<file path="src/rtl/bresenham_line_pixels_core_assert.svh">
// Assertion macros shared by the line pixel generator RTL.
// Sampled on clock, disabled while reset is high; no other dependencies.
`ifndef BRESENHAM_LINE_PIXELS_CORE_ASSERT_SVH
`define BRESENHAM_LINE_PIXELS_CORE_ASSERT_SVH

// Check an implication property on every clock edge outside reset.
`define BLP_ASSERT_PROP(label, prop, msg) \
   label: assert property (@(posedge clock) disable iff (reset) prop) else $error(msg);

// Check a plain condition on every clock edge outside reset.
`define BLP_ASSERT_TRUE(label, expr, msg) \
   `BLP_ASSERT_PROP(label, (1'b1 |-> (expr)), msg)

`endif

</file>
<file path="src/rtl/blp_pkg.sv">
// Shared types and constants for the line pixel generator.
// Used by the front, the job queue, the stepper and the top level.
package blp_pkg;

   localparam int COORD_BITS  = 6;
   localparam int ERR_BITS    = COORD_BITS + 2;
   // queue depth must be a power of two so the pointers wrap by themselves
   localparam int QUEUE_DEPTH = 2;
   localparam int QPTR_BITS   = (QUEUE_DEPTH > 1) ? $clog2(QUEUE_DEPTH) : 1;
   localparam int QCNT_BITS   = $clog2(QUEUE_DEPTH + 1);

   typedef logic [COORD_BITS-1:0]      coord_type;
   typedef logic signed [ERR_BITS-1:0] err_type;

   typedef struct packed {
      coord_type start_x;
      coord_type start_y;
      coord_type end_x;
      coord_type end_y;
   } req_type;

   typedef struct packed {
      coord_type pixel_x;
      coord_type pixel_y;
      logic      last_pixel;
   } rsp_type;

   // one classified line: current point, directions, remaining steps and error terms
   typedef struct packed {
      coord_type x;
      coord_type y;
      logic      x_neg;
      logic      y_neg;
      logic      x_major;
      coord_type major;
      err_type   straight;
      err_type   diag;
      err_type   err;
   } job_type;

   typedef struct packed {
      logic not_empty;
      logic full;
   } queue_status_type;

   // +1 or -1 in coordinate width
   function automatic coord_type unit_step(input logic neg);
      coord_type s;
      s = neg ? {COORD_BITS{1'b1}} : COORD_BITS'(1);
      return s;
   endfunction

endpackage

</file>
<file path="src/rtl/bresenham_line_pixels_core.sv">
// Line pixel generator top level: request front end, job queue, pixel stepper.
// Depends on blp_pkg, blp_front, blp_queue and blp_stepper.
//
// Usage:
//   req_* carries one line (start_x, start_y, end_x, end_y); a transaction
//   completes on a clock edge with req_valid high and req_stall low.
//   rsp_* returns the pixels of each line in order, start point first; the
//   end point has last_pixel set. A line gives max(|dx|,|dy|)+1 pixels,
//   up to 64 at six coordinate bits.
//   A taken request is written into the queue, then loaded into the stepper
//   output register once the stepper is free, which puts its first pixel on
//   rsp_valid and rsp_data. The stepper emits one pixel per cycle while
//   rsp_stall is low; the next queued line follows the end point with no gap.
//   A two-entry queue takes requests while the stepper works, so req_stall
//   rises only once two lines wait behind the one being drawn.
//   When rsp_stall is high the current pixel holds and stepping pauses.
//   Reset (synchronous, active high) empties the queue and drops rsp_valid.
module bresenham_line_pixels_core (
   input  logic             clock,
   input  logic             reset,
   input  logic             req_valid,
   output logic             req_stall,
   input  blp_pkg::req_type req_data,
   output logic             rsp_valid,
   input  logic             rsp_stall,
   output blp_pkg::rsp_type rsp_data
);
   import blp_pkg::*;

   queue_status_type q_status;
   job_type          push_job;
   job_type          head_job;
   logic             push;
   logic             pop;

   blp_front u_front (
      .req_valid (req_valid),
      .req_stall (req_stall),
      .req_data  (req_data),
      .q_status  (q_status),
      .push      (push),
      .job       (push_job)
   );

   blp_queue u_queue (
      .clock    (clock),
      .reset    (reset),
      .push     (push),
      .push_job (push_job),
      .pop      (pop),
      .head_job (head_job),
      .status   (q_status)
   );

   blp_stepper u_stepper (
      .clock     (clock),
      .reset     (reset),
      .q_status  (q_status),
      .head_job  (head_job),
      .pop       (pop),
      .rsp_valid (rsp_valid),
      .rsp_stall (rsp_stall),
      .rsp_data  (rsp_data)
   );

endmodule

</file>
<file path="src/rtl/blp_front.sv">
// Front end: takes line requests and classifies them into stepping jobs.
// Depends on blp_pkg; pushes into blp_queue.
module blp_front (
   input  logic                      req_valid,
   output logic                      req_stall,
   input  blp_pkg::req_type          req_data,
   input  blp_pkg::queue_status_type q_status,
   output logic                      push,
   output blp_pkg::job_type          job
);
   import blp_pkg::*;

   coord_type dx;
   coord_type dy;
   coord_type major;
   coord_type minor;
   logic      x_neg;
   logic      y_neg;
   logic      x_major;
   err_type   major_s;
   err_type   minor_s;

   assign req_stall = q_status.full;
   assign push      = req_valid & ~q_status.full;

   always_comb begin
      x_neg   = !(req_data.start_x < req_data.end_x);
      y_neg   = !(req_data.start_y < req_data.end_y);
      dx      = x_neg ? (req_data.start_x - req_data.end_x)
                      : (req_data.end_x - req_data.start_x);
      dy      = y_neg ? (req_data.start_y - req_data.end_y)
                      : (req_data.end_y - req_data.start_y);
      // equal spans take y as the major axis
      x_major = dx > dy;
      major   = x_major ? dx : dy;
      minor   = x_major ? dy : dx;
      major_s = $signed({{(ERR_BITS-COORD_BITS){1'b0}}, major});
      minor_s = $signed({{(ERR_BITS-COORD_BITS){1'b0}}, minor});

      job.x        = req_data.start_x;
      job.y        = req_data.start_y;
      job.x_neg    = x_neg;
      job.y_neg    = y_neg;
      job.x_major  = x_major;
      job.major    = major;
      job.straight = minor_s <<< 1;
      job.diag     = (minor_s - major_s) <<< 1;
      job.err      = (minor_s <<< 1) - major_s;
   end

endmodule

</file>
<file path="src/rtl/blp_queue.sv">
// Short job queue between the request front end and the pixel stepper.
// Depends on blp_pkg for the job type and depth constants.
module blp_queue (
   input  logic                      clock,
   input  logic                      reset,
   input  logic                      push,
   input  blp_pkg::job_type          push_job,
   input  logic                      pop,
   output blp_pkg::job_type          head_job,
   output blp_pkg::queue_status_type status
);
   import blp_pkg::*;

   job_type                entry_ff [QUEUE_DEPTH];
   logic [QPTR_BITS-1:0]   wr_ptr_ff, wr_ptr_in;
   logic [QPTR_BITS-1:0]   rd_ptr_ff, rd_ptr_in;
   logic [QCNT_BITS-1:0]   count_ff, count_in;

   assign head_job         = entry_ff[rd_ptr_ff];
   assign status.not_empty = count_ff != '0;
   assign status.full      = count_ff == QCNT_BITS'(QUEUE_DEPTH);

   always_comb begin
      wr_ptr_in = push ? wr_ptr_ff + QPTR_BITS'(1) : wr_ptr_ff;
      rd_ptr_in = pop  ? rd_ptr_ff + QPTR_BITS'(1) : rd_ptr_ff;
      count_in  = count_ff;
      if (push && !pop) begin
         count_in = count_ff + QCNT_BITS'(1);
      end else if (pop && !push) begin
         count_in = count_ff - QCNT_BITS'(1);
      end
   end

   always_ff @(posedge clock) begin
      if (reset) begin
         wr_ptr_ff <= '0;
         rd_ptr_ff <= '0;
         count_ff  <= '0;
      end else begin
         wr_ptr_ff <= wr_ptr_in;
         rd_ptr_ff <= rd_ptr_in;
         count_ff  <= count_in;
      end
   end

   always_ff @(posedge clock) begin
      if (push) begin
         entry_ff[wr_ptr_ff] <= push_job;
      end
   end

endmodule

</file>
<file path="src/rtl/blp_stepper.sv">
// Back end: walks one line job pixel by pixel into the response register.
// Depends on blp_pkg and the assertion macros header.
`include "bresenham_line_pixels_core_assert.svh"

module blp_stepper (
   input  logic                      clock,
   input  logic                      reset,
   input  blp_pkg::queue_status_type q_status,
   input  blp_pkg::job_type          head_job,
   output logic                      pop,
   output logic                      rsp_valid,
   input  logic                      rsp_stall,
   output blp_pkg::rsp_type          rsp_data
);
   import blp_pkg::*;

   logic    valid_ff, valid_in;
   job_type job_ff, job_in;
   logic    last;
   logic    advance;

   assign last    = job_ff.major == '0;
   assign advance = valid_ff & ~rsp_stall;
   // take the next job when the output register is empty or its end point leaves
   assign pop     = q_status.not_empty & (~valid_ff | (advance & last));

   assign rsp_valid           = valid_ff;
   assign rsp_data.pixel_x    = job_ff.x;
   assign rsp_data.pixel_y    = job_ff.y;
   assign rsp_data.last_pixel = last;

   always_comb begin
      valid_in = valid_ff;
      job_in   = job_ff;
      if (pop) begin
         valid_in = 1'b1;
         job_in   = head_job;
      end else if (advance && last) begin
         valid_in = 1'b0;
      end else if (advance) begin
         job_in.major = job_ff.major - COORD_BITS'(1);
         if (!job_ff.err[ERR_BITS-1]) begin
            job_in.x   = job_ff.x + unit_step(job_ff.x_neg);
            job_in.y   = job_ff.y + unit_step(job_ff.y_neg);
            job_in.err = job_ff.err + job_ff.diag;
         end else begin
            job_in.err = job_ff.err + job_ff.straight;
            if (job_ff.x_major) begin
               job_in.x = job_ff.x + unit_step(job_ff.x_neg);
            end else begin
               job_in.y = job_ff.y + unit_step(job_ff.y_neg);
            end
         end
      end
   end

   always_ff @(posedge clock) begin
      if (reset) begin
         valid_ff <= 1'b0;
      end else begin
         valid_ff <= valid_in;
      end
   end

   always_ff @(posedge clock) begin
      job_ff <= job_in;
   end

   `BLP_ASSERT_PROP(a_step_keeps_line, (advance && !last) |=> (valid_ff && job_ff.major == $past(job_ff.major) - COORD_BITS'(1)), "pixel step lost the line or miscounted")
   `BLP_ASSERT_PROP(a_pop_only_when_free, pop |-> (!valid_ff || (advance && last)), "job loaded over a pixel still pending")
   `BLP_ASSERT_PROP(a_stall_holds_pixel, (valid_ff && rsp_stall) |=> (valid_ff && $stable(job_ff.x) && $stable(job_ff.y) && $stable(job_ff.major)), "stalled pixel changed")

endmodule
</file>
<file path="config.mk">
export PLATFORM = sky130hd
export DESIGN_NAME = bresenham_line_pixels_core
export DESIGN_NICKNAME = d
export VERILOG_FILES = /design/src/rtl/blp_pkg.sv /design/src/rtl/bresenham_line_pixels_core.sv /design/src/rtl/blp_front.sv /design/src/rtl/blp_queue.sv /design/src/rtl/blp_stepper.sv
export VERILOG_INCLUDE_DIRS = /design/src /design/src/rtl
export SDC_FILE = /design/constraint.sdc
export NUM_CORES = 1
export LEC_CHECK = 0
export ABC_CLOCK_PERIOD_IN_PS = 6300
export BUFFER_PORTS_ARGS = -buffer_cell sky130_fd_sc_hd__buf_2
export CORE_MARGIN = 5
export CORE_UTILIZATION = 55
export DETAILED_ROUTE_END_ITERATION = 6
export GPL_ROUTABILITY_DRIVEN = 1
export GPL_TIMING_DRIVEN = 0
export PLACE_DENSITY = 0.75
export SLEW_MARGIN = 10
export SYNTH_ARGS = -nofsm -noshare
export SYNTH_HDL_FRONTEND = slang
export SYNTH_SLANG_ARGS = --single-unit
</file>
<file path="constraint.sdc">
create_clock -name clock -period 6.3 [get_ports clock]
set_input_delay 0.63 -clock clock [delete_from_list [all_inputs] [get_ports clock]]
set_output_delay 0.63 -clock clock [all_outputs]
set_load 0.01 [all_outputs]
</file>
======== Word level (Yosys, flattened, before mapping) ========
Memory sizes are Yosys's and may differ from the RTL's. A register that Yosys moved wholly into a read port is not among the register bits.
Cells that the tools add are included.
storage, ports and cells
  memories kept ........................... 1
  word-level logic and storage cells ...... 86
  ROM bits ................................ 0
  bits in writable memories ............... 84
  latch bits .............................. 0
  register bits ........................... 50
memory list
  name              depth  width  read ports  clocked after memory_dff  write ports  RTL line         RTL
  u_queue.entry_ff  2      42     1           1                         1            blp_queue.sv:14  job_type entry_ff [QUEUE_DEPTH];
operators by class
  divide/modulo/power cells ............... 0
  magnitude comparators ................... 3
  equal/unequal tests ..................... 4
  multiplexer cells ....................... 27
  multiply operators ...................... 0
  shifts and indexed selects .............. 0
  reduce and logical (&&, ||, !) cells .... 15
  add/subtract/negate cells ............... 15
  bitwise operators ....................... 8
operator list
  cell                                                    count
  two-way mux 6 bit                                       11
  two-way mux 12 bit                                      4
  two-way mux 8 bit                                       4
  subtractor 6 bit                                        4
  adder 8 bit                                             2
  adder 6 bit                                             2
  less-than comparator 6 bit                              2
  nonzero test 2 bit                                      4
  subtractor 7 x 6 -> 8 bit                               1
  subtractor 6 x 6 -> 7 bit                               1
  > comparator 6 bit                                      1
  zero test 6 bit                                         1
  two-way mux 1 bit                                       6
  AND reduction 3 bit                                     2
  subtractor 6 x 1 -> 6 bit (second input constant)       1
  AND 1 bit                                               4
  zero test 1 bit                                         4
  two-way mux 2 bit                                       2
  logical AND 1 bit                                       3
  inequality test 3 x 2 -> 1 bit (second input constant)  1
  inequality test 3 bit (second input constant)           1
  NOT 1 bit                                               3
  adder 1 bit (second input constant)                     2
  adder 2 x 1 -> 2 bit (second input constant)            1
  other kinds (5)                                         5

======== Longest topological paths before layout ========
  depth after elaboration ................. 8
  mapped depth ............................ 28

======== Cells and area by module ========
From an unflattened synthesis, not the netlist that was laid out.
unflattened totals
  cell total of the unflattened synthesis .. 684
  area, all modules ....................... 8308.0 µm²
modules (own cells, without submodules)
  module       area each (µm²)  cells each  instances  sequential area each (µm²)
  blp_queue    3469.6           162         1          2802.7
  blp_stepper  2703.8           242         1          1371.3
  blp_front    2134.5           280         1          0.0

======== Worst setup path after synthesis ========
No wires, ideal clock.
  path type ............................... input to register
  from .................................... input req_data[12] (netlist bit)
  to ...................................... memory u_queue.entry_ff[0][5] (netlist bit), data pin
  arrival ................................. 5569 ps
  slack ................................... 470 ps
  required time ........................... 6039 ps
  library setup time ...................... 261 ps
  stages .................................. 24
  path through ............................ inv_1 ha_1 inv_1 fa_1 a21o_1 a2111o_1 buf_6 mux2i_1 xor2_1 ha_1 clkbuf_1 nand4_1 o21ai_0 o21a_1 buf_2 buf_1 buf_1 a21boi_0 ha_1 a21oi_1 o21ai_0 maj3_1 a211oi_1 nor2_1
RTL lines
  element          RTL line                          RTL
  start, declared  bresenham_line_pixels_core.sv:23  input blp_pkg::req_type req_data,
  end, declared    blp_queue.sv:14

==> results.toml <==
[status]
status = "finished clean"

[global_route]
antenna_found_initial = 0
overflow = 0
grt_first_pass_wirelength_um = 24700
grt_pass1_vias = 4947
grt_max_degree = 24
grt_usage = 0.199

[power_and_ir_drop]
power_switching_mw = 1.82
internal-power_mw = 3.11
seqPwrFrac = 0.335
peakVddDrop_mv = 0.248
power.leakage_nw = 3.48
power.density_nw_per_um2 = 586
pwr-share-comb = 0.454
p_clk_frac = 0.211
p_sw_frac = 0.369

[timing]
hold_violations = 0
worst_pin_slew_ns = 0.801
fin_crit_ns = 5.95
rsz0062_at_grt = "false"
timing.hold.ws_ns = 0.447
fin_setup_tns_ns = 0
fmax_ghz = 0.168
setup_viol = 0
finClkSkew_ns = 0.00860
slew_headroom = 0.463
fin_crit_sh = 0.945
drv_slew = 0

[detailed_routing]
wl_per_cell_um = 17.7
dr_wl_met3_um = 691
wl_met1_um = 6590
vias_per_cell = 5.61
finalWirelength_um = 15300
highest_layer = "met4"
vias = 4865
wl_met2_um = 7600
first_iter_violations = 306
first_pass_iters = 4
drtAntennaViolNets = 0
drc = 0

[setup_path]
cp_max_fo = 19
critPathKind = "in2reg"
r2r_cells = 12
r2r_slack_ns = 3.34
start_kind = "input port"
cp_data_required_time_ns = 6.45
r2r_start = "u_stepper.job_ff[7]$_DFFE_PP_"
r2r_end = "u_stepper.job_ff[7]$_DFFE_PP_"
worstSetupEndpointType = "flop"
worstPathArrival_ns = 6.10

[die]
core_area_sq_um = 13100
dieArea_sq_um = 15600
floorplan.initialDensity = 0.554
die_h_um = 125
die_x_um = 125
pin_count = 43
fp-row-count = 42

[yosys]
post_synth_num_cell_types = 59
synth-seq-area-share = 0.526
syn_area_sq_um = 7250
synth-edff-count = 123
synth.avg_cell_area_sq_um = 11.8
synth_warnings = 0
ys.flop_type = "edfxtp_1"
async_flop_share = 0
ys_ff_latch = 129
syn-instance-count = 613
mappedNetlistNets = 698

[worst_hold_path]
holdCritStartpoint = "req_data[16]"
holdPathStages = 1
whs_endpoint = "u_queue.entry_ff[1][34]$_DFFE_PP_"
hold_class = "in2reg"

[clocking]
cts.sinks = 129
cts_buffer_depth = 2
cts_htree_levels = 4
cts-root-buf = "clkbuf_16"
insertion_delay_ns = 0.41
postCtsHoldBufs = 0
cts_made_buffers = 17
cts_tree = "built"
clk_pin_slew_ns = 0.06

[final_layout]
layout_commonest_cell = "edfxtp_1"
final_cell_mix = "edfxtp_1 (123), inv_1 (66), a21oi_1 (54)"
area_delta_synth_final_pct = 16.2
drive_gt1_frac = 0.192
design_area_sq_um = 8420
instances_no_fill = 867
nNetsFinal = 763
diodes = 0

[placement]
hpwl_um = 11000
place.gp.congestion = 0.875
dp.cells = 833
port_buffers = 42
place_area_sq_um = 7740

[job]
cap_violations = 0
## power groups by stage
stage               registers, mW  logic (mW)  clock network (mW)
finish                       1.65        2.24                1.04
detailed placement           1.66        2.20                   0
global placement             1.65        2.06                   0
global route                 1.68        2.49                1.09
CTS                          1.65        2.23                1.04
floorplan                    1.62        1.64                   0
## per-stage QoR
step / util / power, mW / setup slack, ns
after floorplan: - / 3.26 / 0.470
after global placement: 0.587 / 3.71 / -0.762
after detailed placement: 0.592 / 3.86 / -0.816
after CTS: 0.641 / 4.93 / 0.0123
after global routing: 0.644 / 5.26 / 0.0489
final: 0.644 / 4.93 / 0.347
## flip-flops by register name (all words and copies together) (netlist names), named ones only
register / cells
u_stepper.rsp_valid: 1
u_queue.wr_ptr_ff: 1
u_queue.entry_ff: 82
u_queue.rd_ptr_ff: 1
u_queue.count_ff: 2
u_stepper.job_ff: 29
u_stepper.rsp_data: 12
## area by class of cell
class                   instances  area (sq um)
clock inverters                15           208
well taps                     176           220
inverters                      67           255
fillers                       942          4660
flip-flops and latches        129          3810
plain buffers                  32           190
multi-input cells             384          3020
repair buffers                 47           288
clock buffers                  17           425
## repair_timing
action,CTS,global route
resized for setup,3,8
pin swaps,0,1
buffers inserted,0,3
setup endpoints to repair,10,10
## critical path, cell delays in order
cell      delay [ns]
buf_2           0.14
inv_1           0.06
ha_1            0.15
inv_1           0.05
fa_1            0.43
a21o_1          0.20
nand4_1         0.22
nand2_2         0.16
and3_1          0.18
o311ai_1        0.29
a21oi_1         0.16
xnor2_2         0.33
ha_1            0.36
a21o_1          0.20
o21ai_0         0.11
o21a_1          0.17
buf_2           0.21
clkbuf_4        0.31
o21ai_0         0.18
inv_1           0.18
fa_1            0.24
inv_1           0.06
a21o_1          0.17
maj3_1          0.35
mux2i_1         0.24
o21ai_1         0.13
xnor2_1         0.17
## worst max path at each step
stage	startpoint	to	slack (ns)	cells after the start
finish	req_data[18]	u_queue.entry_ff[0][6]$_DFFE_PP_	0.35	27
detailed placement	req_data[18]	u_queue.entry_ff[1][5]$_DFFE_PP_	-0.82	26
floorplan	req_data[12]	u_queue.entry_ff[0][5]$_DFFE_PP_	0.47	24
global route	req_data[18]	u_queue.entry_ff[1][5]$_DFFE_PP_	0.05	25
CTS	req_data[18]	u_queue.entry_ff[0][6]$_DFFE_PP_	0.01	29
global placement	req_data[18]	u_queue.entry_ff[1][6]$_DFFE_PP_	-0.76	28
## synth_stat cells, drive strengths merged, types with 3 or more instances
master	count	share of area
nor2	14	0.0072
mux2	22	0.034
xnor2	24	0.029
buf	21	0.020
a21oi	55	0.038
inv	66	0.034
nand2	35	0.018
dfxtp	6	0.017
nor3	5	0.0035
mux2i	21	0.031
xor2	13	0.017
o21bai	4	0.0041
o21a	4	0.0041
o21ai	26	0.018
clkbuf	12	0.0062
nand3b	4	0.0041
nand3	9	0.0062
a21o	13	0.013
nor2b	15	0.013
ha	49	0.085
nand2b	3	0.0026
fa	8	0.022
and3	9	0.0078
a31oi	3	0.0026
edfxtp	123	0.51
a211oi	16	0.017
maj3	3	0.0043
## metal layers
layer,vias up,GRT usage
li1,2329,-
met5,-,0
met4,0,0.0838
met3,32,0.0352
met2,131,0.337
met1,2373,0.253
## logic make-up (layout without fill, tap and decap cells)
kind of cell,count (synthesis),after routing,synth area share
compound gates,139,139,0.118
flops,129,129,0.526
mux,43,43,0.0654
fa+ha+maj,60,60,0.111
xor+xnor,37,37,0.0457
simple gates,105,105,0.0728
buf+inv,100,178,0.0609
Note: power is estimated with default switching activity, not from simulation.
